**src/sv/qat_pkg.sv**
```systemverilog
// Package for the quoted argument tokenizer.
// Holds the item types, the scan mode enum, byte constants and the escape table.
// No dependencies.
package qat_pkg;

  typedef struct packed {
    logic [7:0] char_byte;
    logic       end_of_line;
  } in_item_t;

  typedef struct packed {
    logic       byte_valid;
    logic [7:0] out_byte;
    logic       arg_end;
    logic       line_done;
    logic       unclosed_quote;
  } out_item_t;

  typedef enum logic [2:0] {
    MODE_BETWEEN = 3'd0,
    MODE_PLAIN   = 3'd1,
    MODE_SQUOTE  = 3'd2,
    MODE_DQUOTE  = 3'd3,
    MODE_SLASH   = 3'd4
  } scan_mode_t;

  localparam logic       REG_SEPARATOR   = 1'b0;
  localparam logic       REG_REGEXP_MODE = 1'b1;

  localparam logic [7:0] SEPARATOR_RESET = 8'h20;
  localparam logic [7:0] CH_SQ           = 8'h27;
  localparam logic [7:0] CH_DQ           = 8'h22;
  localparam logic [7:0] CH_SLASH        = 8'h2F;
  localparam logic [7:0] CH_BSL          = 8'h5C;
  localparam logic [7:0] CH_SPACE        = 8'h20;

  function automatic logic [7:0] xlat_escape(input logic [7:0] c);
    logic [7:0] r;
    unique case (c)
      8'h30:   r = 8'h00;
      8'h61:   r = 8'h07;
      8'h62:   r = 8'h08;
      8'h66:   r = 8'h0C;
      8'h6E:   r = 8'h0A;
      8'h72:   r = 8'h0D;
      8'h74:   r = 8'h09;
      8'h76:   r = 8'h0B;
      default: r = c;
    endcase
    return r;
  endfunction

endpackage

```
**src/sv/qat_chan_if.sv**
```systemverilog
// Valid/ready channel interface carrying one payload per transfer.
// The payload type is a parameter; used with the item types of qat_pkg.
interface qat_chan_if #(parameter type payload_t = logic) ();
  logic     valid;
  logic     ready;
  payload_t payload;

  modport source (output valid, output payload, input ready);
  modport sink (input valid, input payload, output ready);
endinterface

```
**src/sv/qat_scanner.sv**
```systemverilog
// Scan state and per-byte decision logic of the tokenizer.
// Depends on qat_pkg for item types, scan modes and the escape table.
module qat_scanner (
  input  logic              clk,
  input  logic              rst,
  input  logic              step,
  input  qat_pkg::in_item_t item,
  input  logic [7:0]        separator,
  input  logic              regexp_mode,
  output logic              res_valid,
  output qat_pkg::out_item_t res
);
  import qat_pkg::*;

  scan_mode_t mode, mode_next;
  logic       escape_pending, escape_pending_next;
  logic       arg_truncated, arg_truncated_next;
  logic       hold_valid, hold_valid_next;
  logic [7:0] hold_byte, hold_byte_next;

  always_comb begin
    logic [7:0] c;
    logic       quoting;
    logic       put_req;
    logic [7:0] put_val;
    logic       r_valid;
    logic       ae;
    logic       ld;
    logic       uq;

    c        = item.char_byte;
    quoting  = (separator == CH_SPACE);
    put_req  = 1'b0;
    put_val  = c;
    r_valid  = 1'b0;
    ae       = 1'b0;
    ld       = 1'b0;
    uq       = 1'b0;

    mode_next           = mode;
    escape_pending_next = escape_pending;
    arg_truncated_next  = arg_truncated;
    hold_valid_next     = hold_valid;
    hold_byte_next      = hold_byte;

    if (item.end_of_line) begin
      ld = 1'b1;
      if (mode == MODE_PLAIN) begin
        ae = 1'b1;
      end else if (mode == MODE_SQUOTE || mode == MODE_DQUOTE || mode == MODE_SLASH) begin
        uq = 1'b1;
      end
    end else begin
      unique case (mode)
        MODE_PLAIN: begin
          if (escape_pending) begin
            escape_pending_next = 1'b0;
            put_req = 1'b1;
          end else if (c == separator) begin
            ae = 1'b1;
          end else if (c == CH_BSL) begin
            escape_pending_next = 1'b1;
          end else begin
            put_req = 1'b1;
          end
        end
        MODE_SQUOTE: begin
          if (c == CH_SQ) begin
            ae = 1'b1;
          end else begin
            put_req = 1'b1;
          end
        end
        MODE_DQUOTE: begin
          if (escape_pending) begin
            escape_pending_next = 1'b0;
            put_req = 1'b1;
            put_val = xlat_escape(c);
          end else if (c == CH_DQ) begin
            ae = 1'b1;
          end else if (c == CH_BSL) begin
            escape_pending_next = 1'b1;
          end else begin
            put_req = 1'b1;
          end
        end
        MODE_SLASH: begin
          if (escape_pending) begin
            put_req = 1'b1;
            if (c == CH_SLASH) begin
              escape_pending_next = 1'b0;
            end else if (c == CH_BSL) begin
              put_val = CH_BSL;
            end else begin
              escape_pending_next = 1'b0;
              put_val = CH_BSL;
              hold_byte_next = c;
              hold_valid_next = 1'b1;
            end
          end else if (hold_valid) begin
            put_req = 1'b1;
            put_val = hold_byte;
            hold_valid_next = 1'b0;
            if (c == CH_SLASH) begin
              ae = 1'b1;
            end else if (c == CH_BSL) begin
              escape_pending_next = 1'b1;
            end else begin
              hold_byte_next = c;
              hold_valid_next = 1'b1;
            end
          end else if (c == CH_SLASH) begin
            ae = 1'b1;
          end else if (c == CH_BSL) begin
            escape_pending_next = 1'b1;
          end else begin
            put_req = 1'b1;
          end
        end
        default: begin
          if (quoting && c == CH_SQ) begin
            mode_next = MODE_SQUOTE;
          end else if (quoting && c == CH_DQ) begin
            mode_next = MODE_DQUOTE;
          end else if (quoting && c == CH_SLASH && regexp_mode) begin
            mode_next = MODE_SLASH;
          end else if (c != separator) begin
            mode_next = MODE_PLAIN;
            if (c == CH_BSL) begin
              escape_pending_next = 1'b1;
            end else begin
              put_req = 1'b1;
            end
          end
        end
      endcase
    end

    // A zero byte truncates the argument; nothing more is shown until it ends.
    if (put_req && !arg_truncated) begin
      if (put_val == 8'h00) begin
        arg_truncated_next = 1'b1;
      end else begin
        r_valid = 1'b1;
      end
    end

    if (ae || ld) begin
      mode_next           = MODE_BETWEEN;
      escape_pending_next = 1'b0;
      arg_truncated_next  = 1'b0;
      hold_valid_next     = 1'b0;
    end

    res_valid          = r_valid || ae || ld;
    res.byte_valid     = r_valid;
    res.out_byte       = r_valid ? put_val : 8'h00;
    res.arg_end        = ae;
    res.line_done      = ld;
    res.unclosed_quote = uq;
  end

  always_ff @(posedge clk) begin
    if (rst) begin
      mode           <= MODE_BETWEEN;
      escape_pending <= 1'b0;
      arg_truncated  <= 1'b0;
      hold_valid     <= 1'b0;
    end else if (step) begin
      mode           <= mode_next;
      escape_pending <= escape_pending_next;
      arg_truncated  <= arg_truncated_next;
      hold_valid     <= hold_valid_next;
    end
  end

  always_ff @(posedge clk) begin
    if (step) begin
      hold_byte <= hold_byte_next;
    end
  end

endmodule

```
**src/sv/qat_out_reg.sv**
```systemverilog
// Result register that drives the output channel.
// Depends on qat_pkg for the result type and on qat_chan_if.
module qat_out_reg (
  input  logic               clk,
  input  logic               rst,
  input  logic               load,
  input  qat_pkg::out_item_t load_item,
  output logic               can_load,
  qat_chan_if.source         results
);
  import qat_pkg::*;

  logic      valid;
  out_item_t item;

  assign can_load        = !valid || results.ready;
  assign results.valid   = valid;
  assign results.payload = item;

  always_ff @(posedge clk) begin
    if (rst) begin
      valid <= 1'b0;
    end else if (can_load) begin
      valid <= load;
    end
  end

  always_ff @(posedge clk) begin
    if (can_load && load) begin
      item <= load_item;
    end
  end

endmodule

```
**src/sv/quoted_argument_tokenizer_top.sv**
```systemverilog
// Quoted argument tokenizer, top level: input register, configuration registers,
// scanner and result register. Depends on qat_pkg, qat_chan_if, qat_scanner, qat_out_reg.
// A result passes the input register, then the result register, and is offered in the
// cycle after the edge that loads the result register. Throughput is one item per cycle
// while the result register can load. Items that cause no result make no output transfer.
// Synchronous reset clears scan mode and flags, sets separator to 32, regexp mode to 0.
module quoted_argument_tokenizer_top (
  input  logic       clk,
  input  logic       rst,
  qat_chan_if.sink   items,
  qat_chan_if.source results,
  input  logic       cfg_we,
  input  logic       cfg_index,
  input  logic [7:0] cfg_data
);
  import qat_pkg::*;

  logic [7:0] separator_value;
  logic       regexp_mode;
  logic       stage_valid;
  in_item_t   stage_item;
  logic       can_load;
  logic       step;
  logic       res_valid;
  out_item_t  res;

  assign step        = stage_valid && can_load;
  assign items.ready = !stage_valid || can_load;

  always_ff @(posedge clk) begin
    if (rst) begin
      separator_value <= SEPARATOR_RESET;
      regexp_mode     <= 1'b0;
    end else if (cfg_we) begin
      unique case (cfg_index)
        REG_SEPARATOR:   separator_value <= cfg_data;
        REG_REGEXP_MODE: regexp_mode <= cfg_data[0];
        default:         regexp_mode <= regexp_mode;
      endcase
    end
  end

  always_ff @(posedge clk) begin
    if (rst) begin
      stage_valid <= 1'b0;
    end else if (items.ready) begin
      stage_valid <= items.valid;
    end
  end

  always_ff @(posedge clk) begin
    if (items.ready && items.valid) begin
      stage_item <= items.payload;
    end
  end

  qat_scanner u_scanner (
    .clk         (clk),
    .rst         (rst),
    .step        (step),
    .item        (stage_item),
    .separator   (separator_value),
    .regexp_mode (regexp_mode),
    .res_valid   (res_valid),
    .res         (res)
  );

  qat_out_reg u_out_reg (
    .clk       (clk),
    .rst       (rst),
    .load      (step && res_valid),
    .load_item (res),
    .can_load  (can_load),
    .results   (results)
  );

endmodule

```
**src/flat_wrapper.sv**
```systemverilog
// flat-port wrapper written by rule: the top's interface ports become plain ports
module quoted_argument_tokenizer_top_flat import qat_pkg::*;
  (clk, rst, cfg_we, cfg_index, cfg_data, items_valid, items_payload, items_ready, results_valid, results_payload, results_ready);
  qat_chan_if #(.payload_t(in_item_t)) items_i ();
  qat_chan_if #(.payload_t(out_item_t)) results_i ();
  input  logic clk;
  input  logic rst;
  input  logic cfg_we;
  input  logic cfg_index;
  input  logic [7:0] cfg_data;
  input wire logic [$bits(items_i.valid)-1:0] items_valid;
  input wire logic [$bits(items_i.payload)-1:0] items_payload;
  output wire logic [$bits(items_i.ready)-1:0] items_ready;
  output wire logic [$bits(results_i.valid)-1:0] results_valid;
  output wire logic [$bits(results_i.payload)-1:0] results_payload;
  input wire logic [$bits(results_i.ready)-1:0] results_ready;
  assign items_i.valid = items_valid;
  assign items_i.payload = items_payload;
  assign items_ready = items_i.ready;
  assign results_valid = results_i.valid;
  assign results_payload = results_i.payload;
  assign results_i.ready = results_ready;
  quoted_argument_tokenizer_top u_core (.clk(clk), .rst(rst), .items(items_i), .results(results_i), .cfg_we(cfg_we), .cfg_index(cfg_index), .cfg_data(cfg_data));
endmodule
```
**config.mk**
```make
export PLATFORM = sky130hd
export DESIGN_NAME = quoted_argument_tokenizer_top_flat
export DESIGN_NICKNAME = d
export VERILOG_FILES = /design/src/sv/qat_pkg.sv /design/src/sv/qat_chan_if.sv /design/src/sv/qat_scanner.sv /design/src/sv/qat_out_reg.sv /design/src/sv/quoted_argument_tokenizer_top.sv /design/src/flat_wrapper.sv
export SDC_FILE = /design/constraint.sdc
export NUM_CORES = 1
export LEC_CHECK = 0
export BUFFER_PORTS_ARGS = -buffer_cell sky130_fd_sc_hd__buf_2
export CORE_AREA = 4 4 96 98
export DETAILED_ROUTE_END_ITERATION = 16
export DIE_AREA = 0 0 100 102
export PLACE_DENSITY_LB_ADDON = 0.1
export SLEW_MARGIN = 20
export SYNTH_ARGS = -nofsm -noshare
export SYNTH_HDL_FRONTEND = slang
export SYNTH_SLANG_ARGS = --single-unit
export TNS_END_PERCENT = 100
```
**constraint.sdc**
```tcl
create_clock -name clk -period 3.7 [get_ports clk]
set_input_delay 0 -clock clk [delete_from_list [all_inputs] [get_ports clk]]
set_output_delay 0 -clock clk [all_outputs]
set_load 0.01 [all_outputs]
```
==> run summary <==
The final standard cell utilization of the core is 0.401. The floorplan step set the die width to 100 µm. The tools report the number of top-level design ports as 37. The share of synthesized registers carrying an async set or reset was 0. The upper clock frequency limit was 325 MHz.

Dividing the detail-routed wire length by the instance count gives 15.9 µm. Worst max-slew margin expressed relative to the limit: 0.534. Via count of the first global-routing pass: 2336.

The clock root buffer master is sky130_fd_sc_hd__clkbuf_8. Setup violations remaining at the end of the flow were counted as 0. The tools report the count of synthesis-stage warnings from yosys as 0. Kind of launch point of the worst setup path: a flop.

IR analysis of the VDD net gives a maximum drop of 124 µV. The mean instance size in the synthesized netlist was 8.92 µm². After filler insertion, the fill cell instance count of the layout stands at 844. The number of vias per cell came out at 5.35. The proportion of synthesized chip area in sequential cells was 0.423.

The type of element capturing the critical path is a flop. The overall track demand over capacity in global routing was 0.150. The initial detailed-routing violation count was 194; the final period utilization was 0.832.

The first global-routing pass estimated 12200 µm of wire. The cell area that synthesis handed to floorplanning was 2860 µm². Clock tree synthesis inserted a total of 5 buffers.

At the end of routability-driven placement, the weighted congestion stood at 0.881. Clock-pin slew was measured on the worst setup and hold paths at 90 ps. Path category of the worst min-delay check: in -> reg. The logs give 0 for the number of antenna violations at the first check in global routing and 0 for the residual antenna-violating net count after detailed routing.

The floorplan step defined a core boundary enclosing 8470 µm². The number of nets in the synthesized netlist is 344. The run finished with clean final reports. The clock tree synthesis step divided the H-tree into 2 levels.

The total vias in the final route was 2524. The tools report the number of different library cells in the post-synthesis netlist as 65. The vertical die dimension works out to 102 µm.

For this run, the leading register cell type out of synthesis is sky130_fd_sc_hd__edfxtp_1. Data on the critical path arrives at its endpoint at 3020 ps. The net count of the finished layout is 386. The number of antenna diodes in the final layout is 0. The number of standard-cell rows in the floorplan is 34, and the total die area is 10200 µm². Counting instances, the worst hold path has a depth of 2.

The static leakage was 1.17 nW. STA puts the critical path data required time at 3640 ps. For the number of sinks driven by the clock tree, the log shows 46. Before antenna repair, the detailed router went through 4 iterations. For the number of max-slew violations in the final report, the log shows 0. For the hold violation total from the final report, the log shows 0. Setup repair after global routing left no endpoint under its margin. After detailed routing, the number of remaining DRC violations is 0. No sink is reached through more buffers than the 2 on the longest clock path. Counting cells, the worst reg-to-reg path comes to 7. For the final routed database, the setup TNS stands at 0 ps. The tools report the total of max-cap violations as 0. The total wire length after detailed routing is 7500 µm.

Slew of the pin with the lowest slew margin: 698 ps. Summed over all nets, the half-perimeter wirelength after detailed placement is 5260 µm. The count of input and output buffers was 36. The smallest clock period supported by the final layout is computed as 3080 ps.

The starting utilization of the core area is 0.338, and the area growth from synthesis to final layout is 18.6%. For the pin count of the biggest net entering global routing, the log shows 23. The worst setup path is of the reg -> reg kind. The leftover overflow at the end of global routing is 0. On the final layout, the worst clock skew is 4.98 ps.

Along the worst path, the maximum fanout reaches 21. In this run, post-CTS repair resized a total of 0 instances. TritonCTS built the clock tree. Walking the worst path, the cells encountered are nor4bb_1, nand4_1, a211oi_1, nor4_1, o211ai_1, o21ai_4, a21oi_2.

The synthesized netlist cell count came out at 321. The largest single stage delay on the critical path is 670 ps. Power density over cell area: 328 nW/µm².

The register bit total from synthesis works out to 46. The fraction of final layout cells sized beyond drive strength 1 came out at 0.162. On the critical path, the stage with the largest delay is an instance of sky130_fd_sc_hd__edfxtp_1. Yosys mapped a number of flops with a built-in enable equal to 29.

The later pin in the worst-skew pair is clocked with a latency of 300 ps.
## worst paths after layout
check                                              start                                                 to  slack (ps)
min reg2reg  u_core.u_scanner.arg_truncated$_SDFFE_PP0P_        u_core.u_scanner.arg_truncated$_SDFFE_PP0P_         480
min                                                  rst              u_core.u_scanner.mode[2]$_SDFFE_PP0P_          70
max reg2reg               u_core.stage_item[5]$_DFFE_PP_  u_core.u_out_reg.results.payload[3]$_SDFFCE_PN0P_         620
max                       u_core.stage_item[5]$_DFFE_PP_  u_core.u_out_reg.results.payload[3]$_SDFFCE_PN0P_         620
## state kept, by name, indices dropped and copies added (netlist names)
register / count
u_core.u_out_reg.results.payload: 12
u_core.regexp_mode: 1
u_core.separator_value: 8
u_core.u_scanner.hold_byte: 8
u_core.u_out_reg.results.valid: 1
u_core.stage_valid: 1
u_core.u_scanner.arg_truncated: 1
u_core.u_scanner.hold_valid: 1
u_core.stage_item: 9
u_core.u_scanner.mode: 3
u_core.u_scanner.escape_pending: 1
## area by class of cell
| class | count | area [µm²] | area share |
|---|---|---|---|
| multi-input combinational | 241 | 1500 | 0.441 |
| sequential | 46 | 1210 | 0.357 |
| timing repair buffer | 59 | 403 | 0.119 |
| tap | 108 | 135 | 0.0398 |
| clock buffer | 6 | 72.6 | 0.0214 |
| clock inverter | 2 | 37.5 | 0.0111 |
| inverter | 10 | 37.5 | 0.0111 |
## worst max-delay path: cells and delay by family (launching register included)
kind / cells / cell delay [ps]
AND/OR/NAND/NOR: 3 / 880
AO/OA/AOI/OAI: 4 / 1170
flip-flops: 1 / 670
## synthesized netlist by cell type (5+ instances only)
cell,n,area share
sky130_fd_sc_hd__xnor2_1,9,0.028
sky130_fd_sc_hd__o211ai_1,6,0.016
sky130_fd_sc_hd__o21ai_0,11,0.019
sky130_fd_sc_hd__inv_1,9,0.012
sky130_fd_sc_hd__clkbuf_1,11,0.014
sky130_fd_sc_hd__nand2b_1,5,0.011
sky130_fd_sc_hd__buf_2,9,0.016
sky130_fd_sc_hd__a21oi_1,37,0.065
sky130_fd_sc_hd__o31ai_1,6,0.016
sky130_fd_sc_hd__dfxtp_1,17,0.12
sky130_fd_sc_hd__nor2b_1,6,0.013
sky130_fd_sc_hd__edfxtp_1,29,0.30
sky130_fd_sc_hd__nor2_1,34,0.045
sky130_fd_sc_hd__nand2_1,37,0.048
sky130_fd_sc_hd__nor4_1,5,0.011
sky130_fd_sc_hd__nor3_1,9,0.016
## metrics by stage
step,hold WS [ps],instance area (µm²),cells,total power (W),worst slack [ps]
2_1_floorplan,69.1,2860,321,0.000692,1090
3_3_place_gp,176,3090,444,0.000733,702
3_5_place_dp,178,3090,444,0.000733,656
4_1_cts,67.2,3400,472,0.00113,641
5_1_grt,81.2,3400,472,0.00117,351
6_report,72.0,3400,472,0.00112,622
## layer usage
| metal | track usage | vias to the layer above | part of all wire |
|---|---|---|---|
| li1 | - | 1277 | - |
| met1 | 0.212 | 1166 | 0.47 |
| met2 | 0.238 | 70 | 0.46 |
| met3 | 0.0246 | 11 | 0.051 |
| met4 | 0.0446 | 0 | 0.018 |
| met5 | 0 | - | 0 |
## cells in the final DEF, fill, tap and decap left out, drive strengths merged, types with 3 or more instances in the layout
master       count
nor4             5
nor2b            6
buf             39
a211oi           4
o21ai           12
nand3            3
and2             4
o211ai           6
nor3             9
o31ai            7
o32a             3
nor4b            3
a21oi           38
edfxtp          29
dfxtp           17
nand4            4
o22ai            4
nand2b           6
nor2            34
dlygate4sd3     20
mux2i            4
inv             10
xnor2            9
nand2           38
or4              3
clkbuf           6
## what timing repair did
item / 4_1_cts / 5_1_grt
hold buffers: 20 / 0
hold endpoints to repair: 19 / 0
buffers inserted: 0 / 0
## logic make-up (layout without fill, tap and decap cells)
kind of cell	Yosys count	in the layout	share of synthesized area
mux	4	4	0.0140
buf+inv	34	77	0.0537
simple gates	134	134	0.252
xor+xnor	9	9	0.0275
flops	46	46	0.423
compound gates	94	94	0.230
## report_power, final
group | switching [W] | internal, W | total (W)
registers | 0.0000352 | 0.000566 | 0.000601
clock network | 0.000176 | 0.000202 | 0.000378
logic | 0.0000696 | 0.0000663 | 0.000136
total | 0.000281 | 0.000834 | 0.00112
Note: power is estimated with default switching activity, not from simulation.
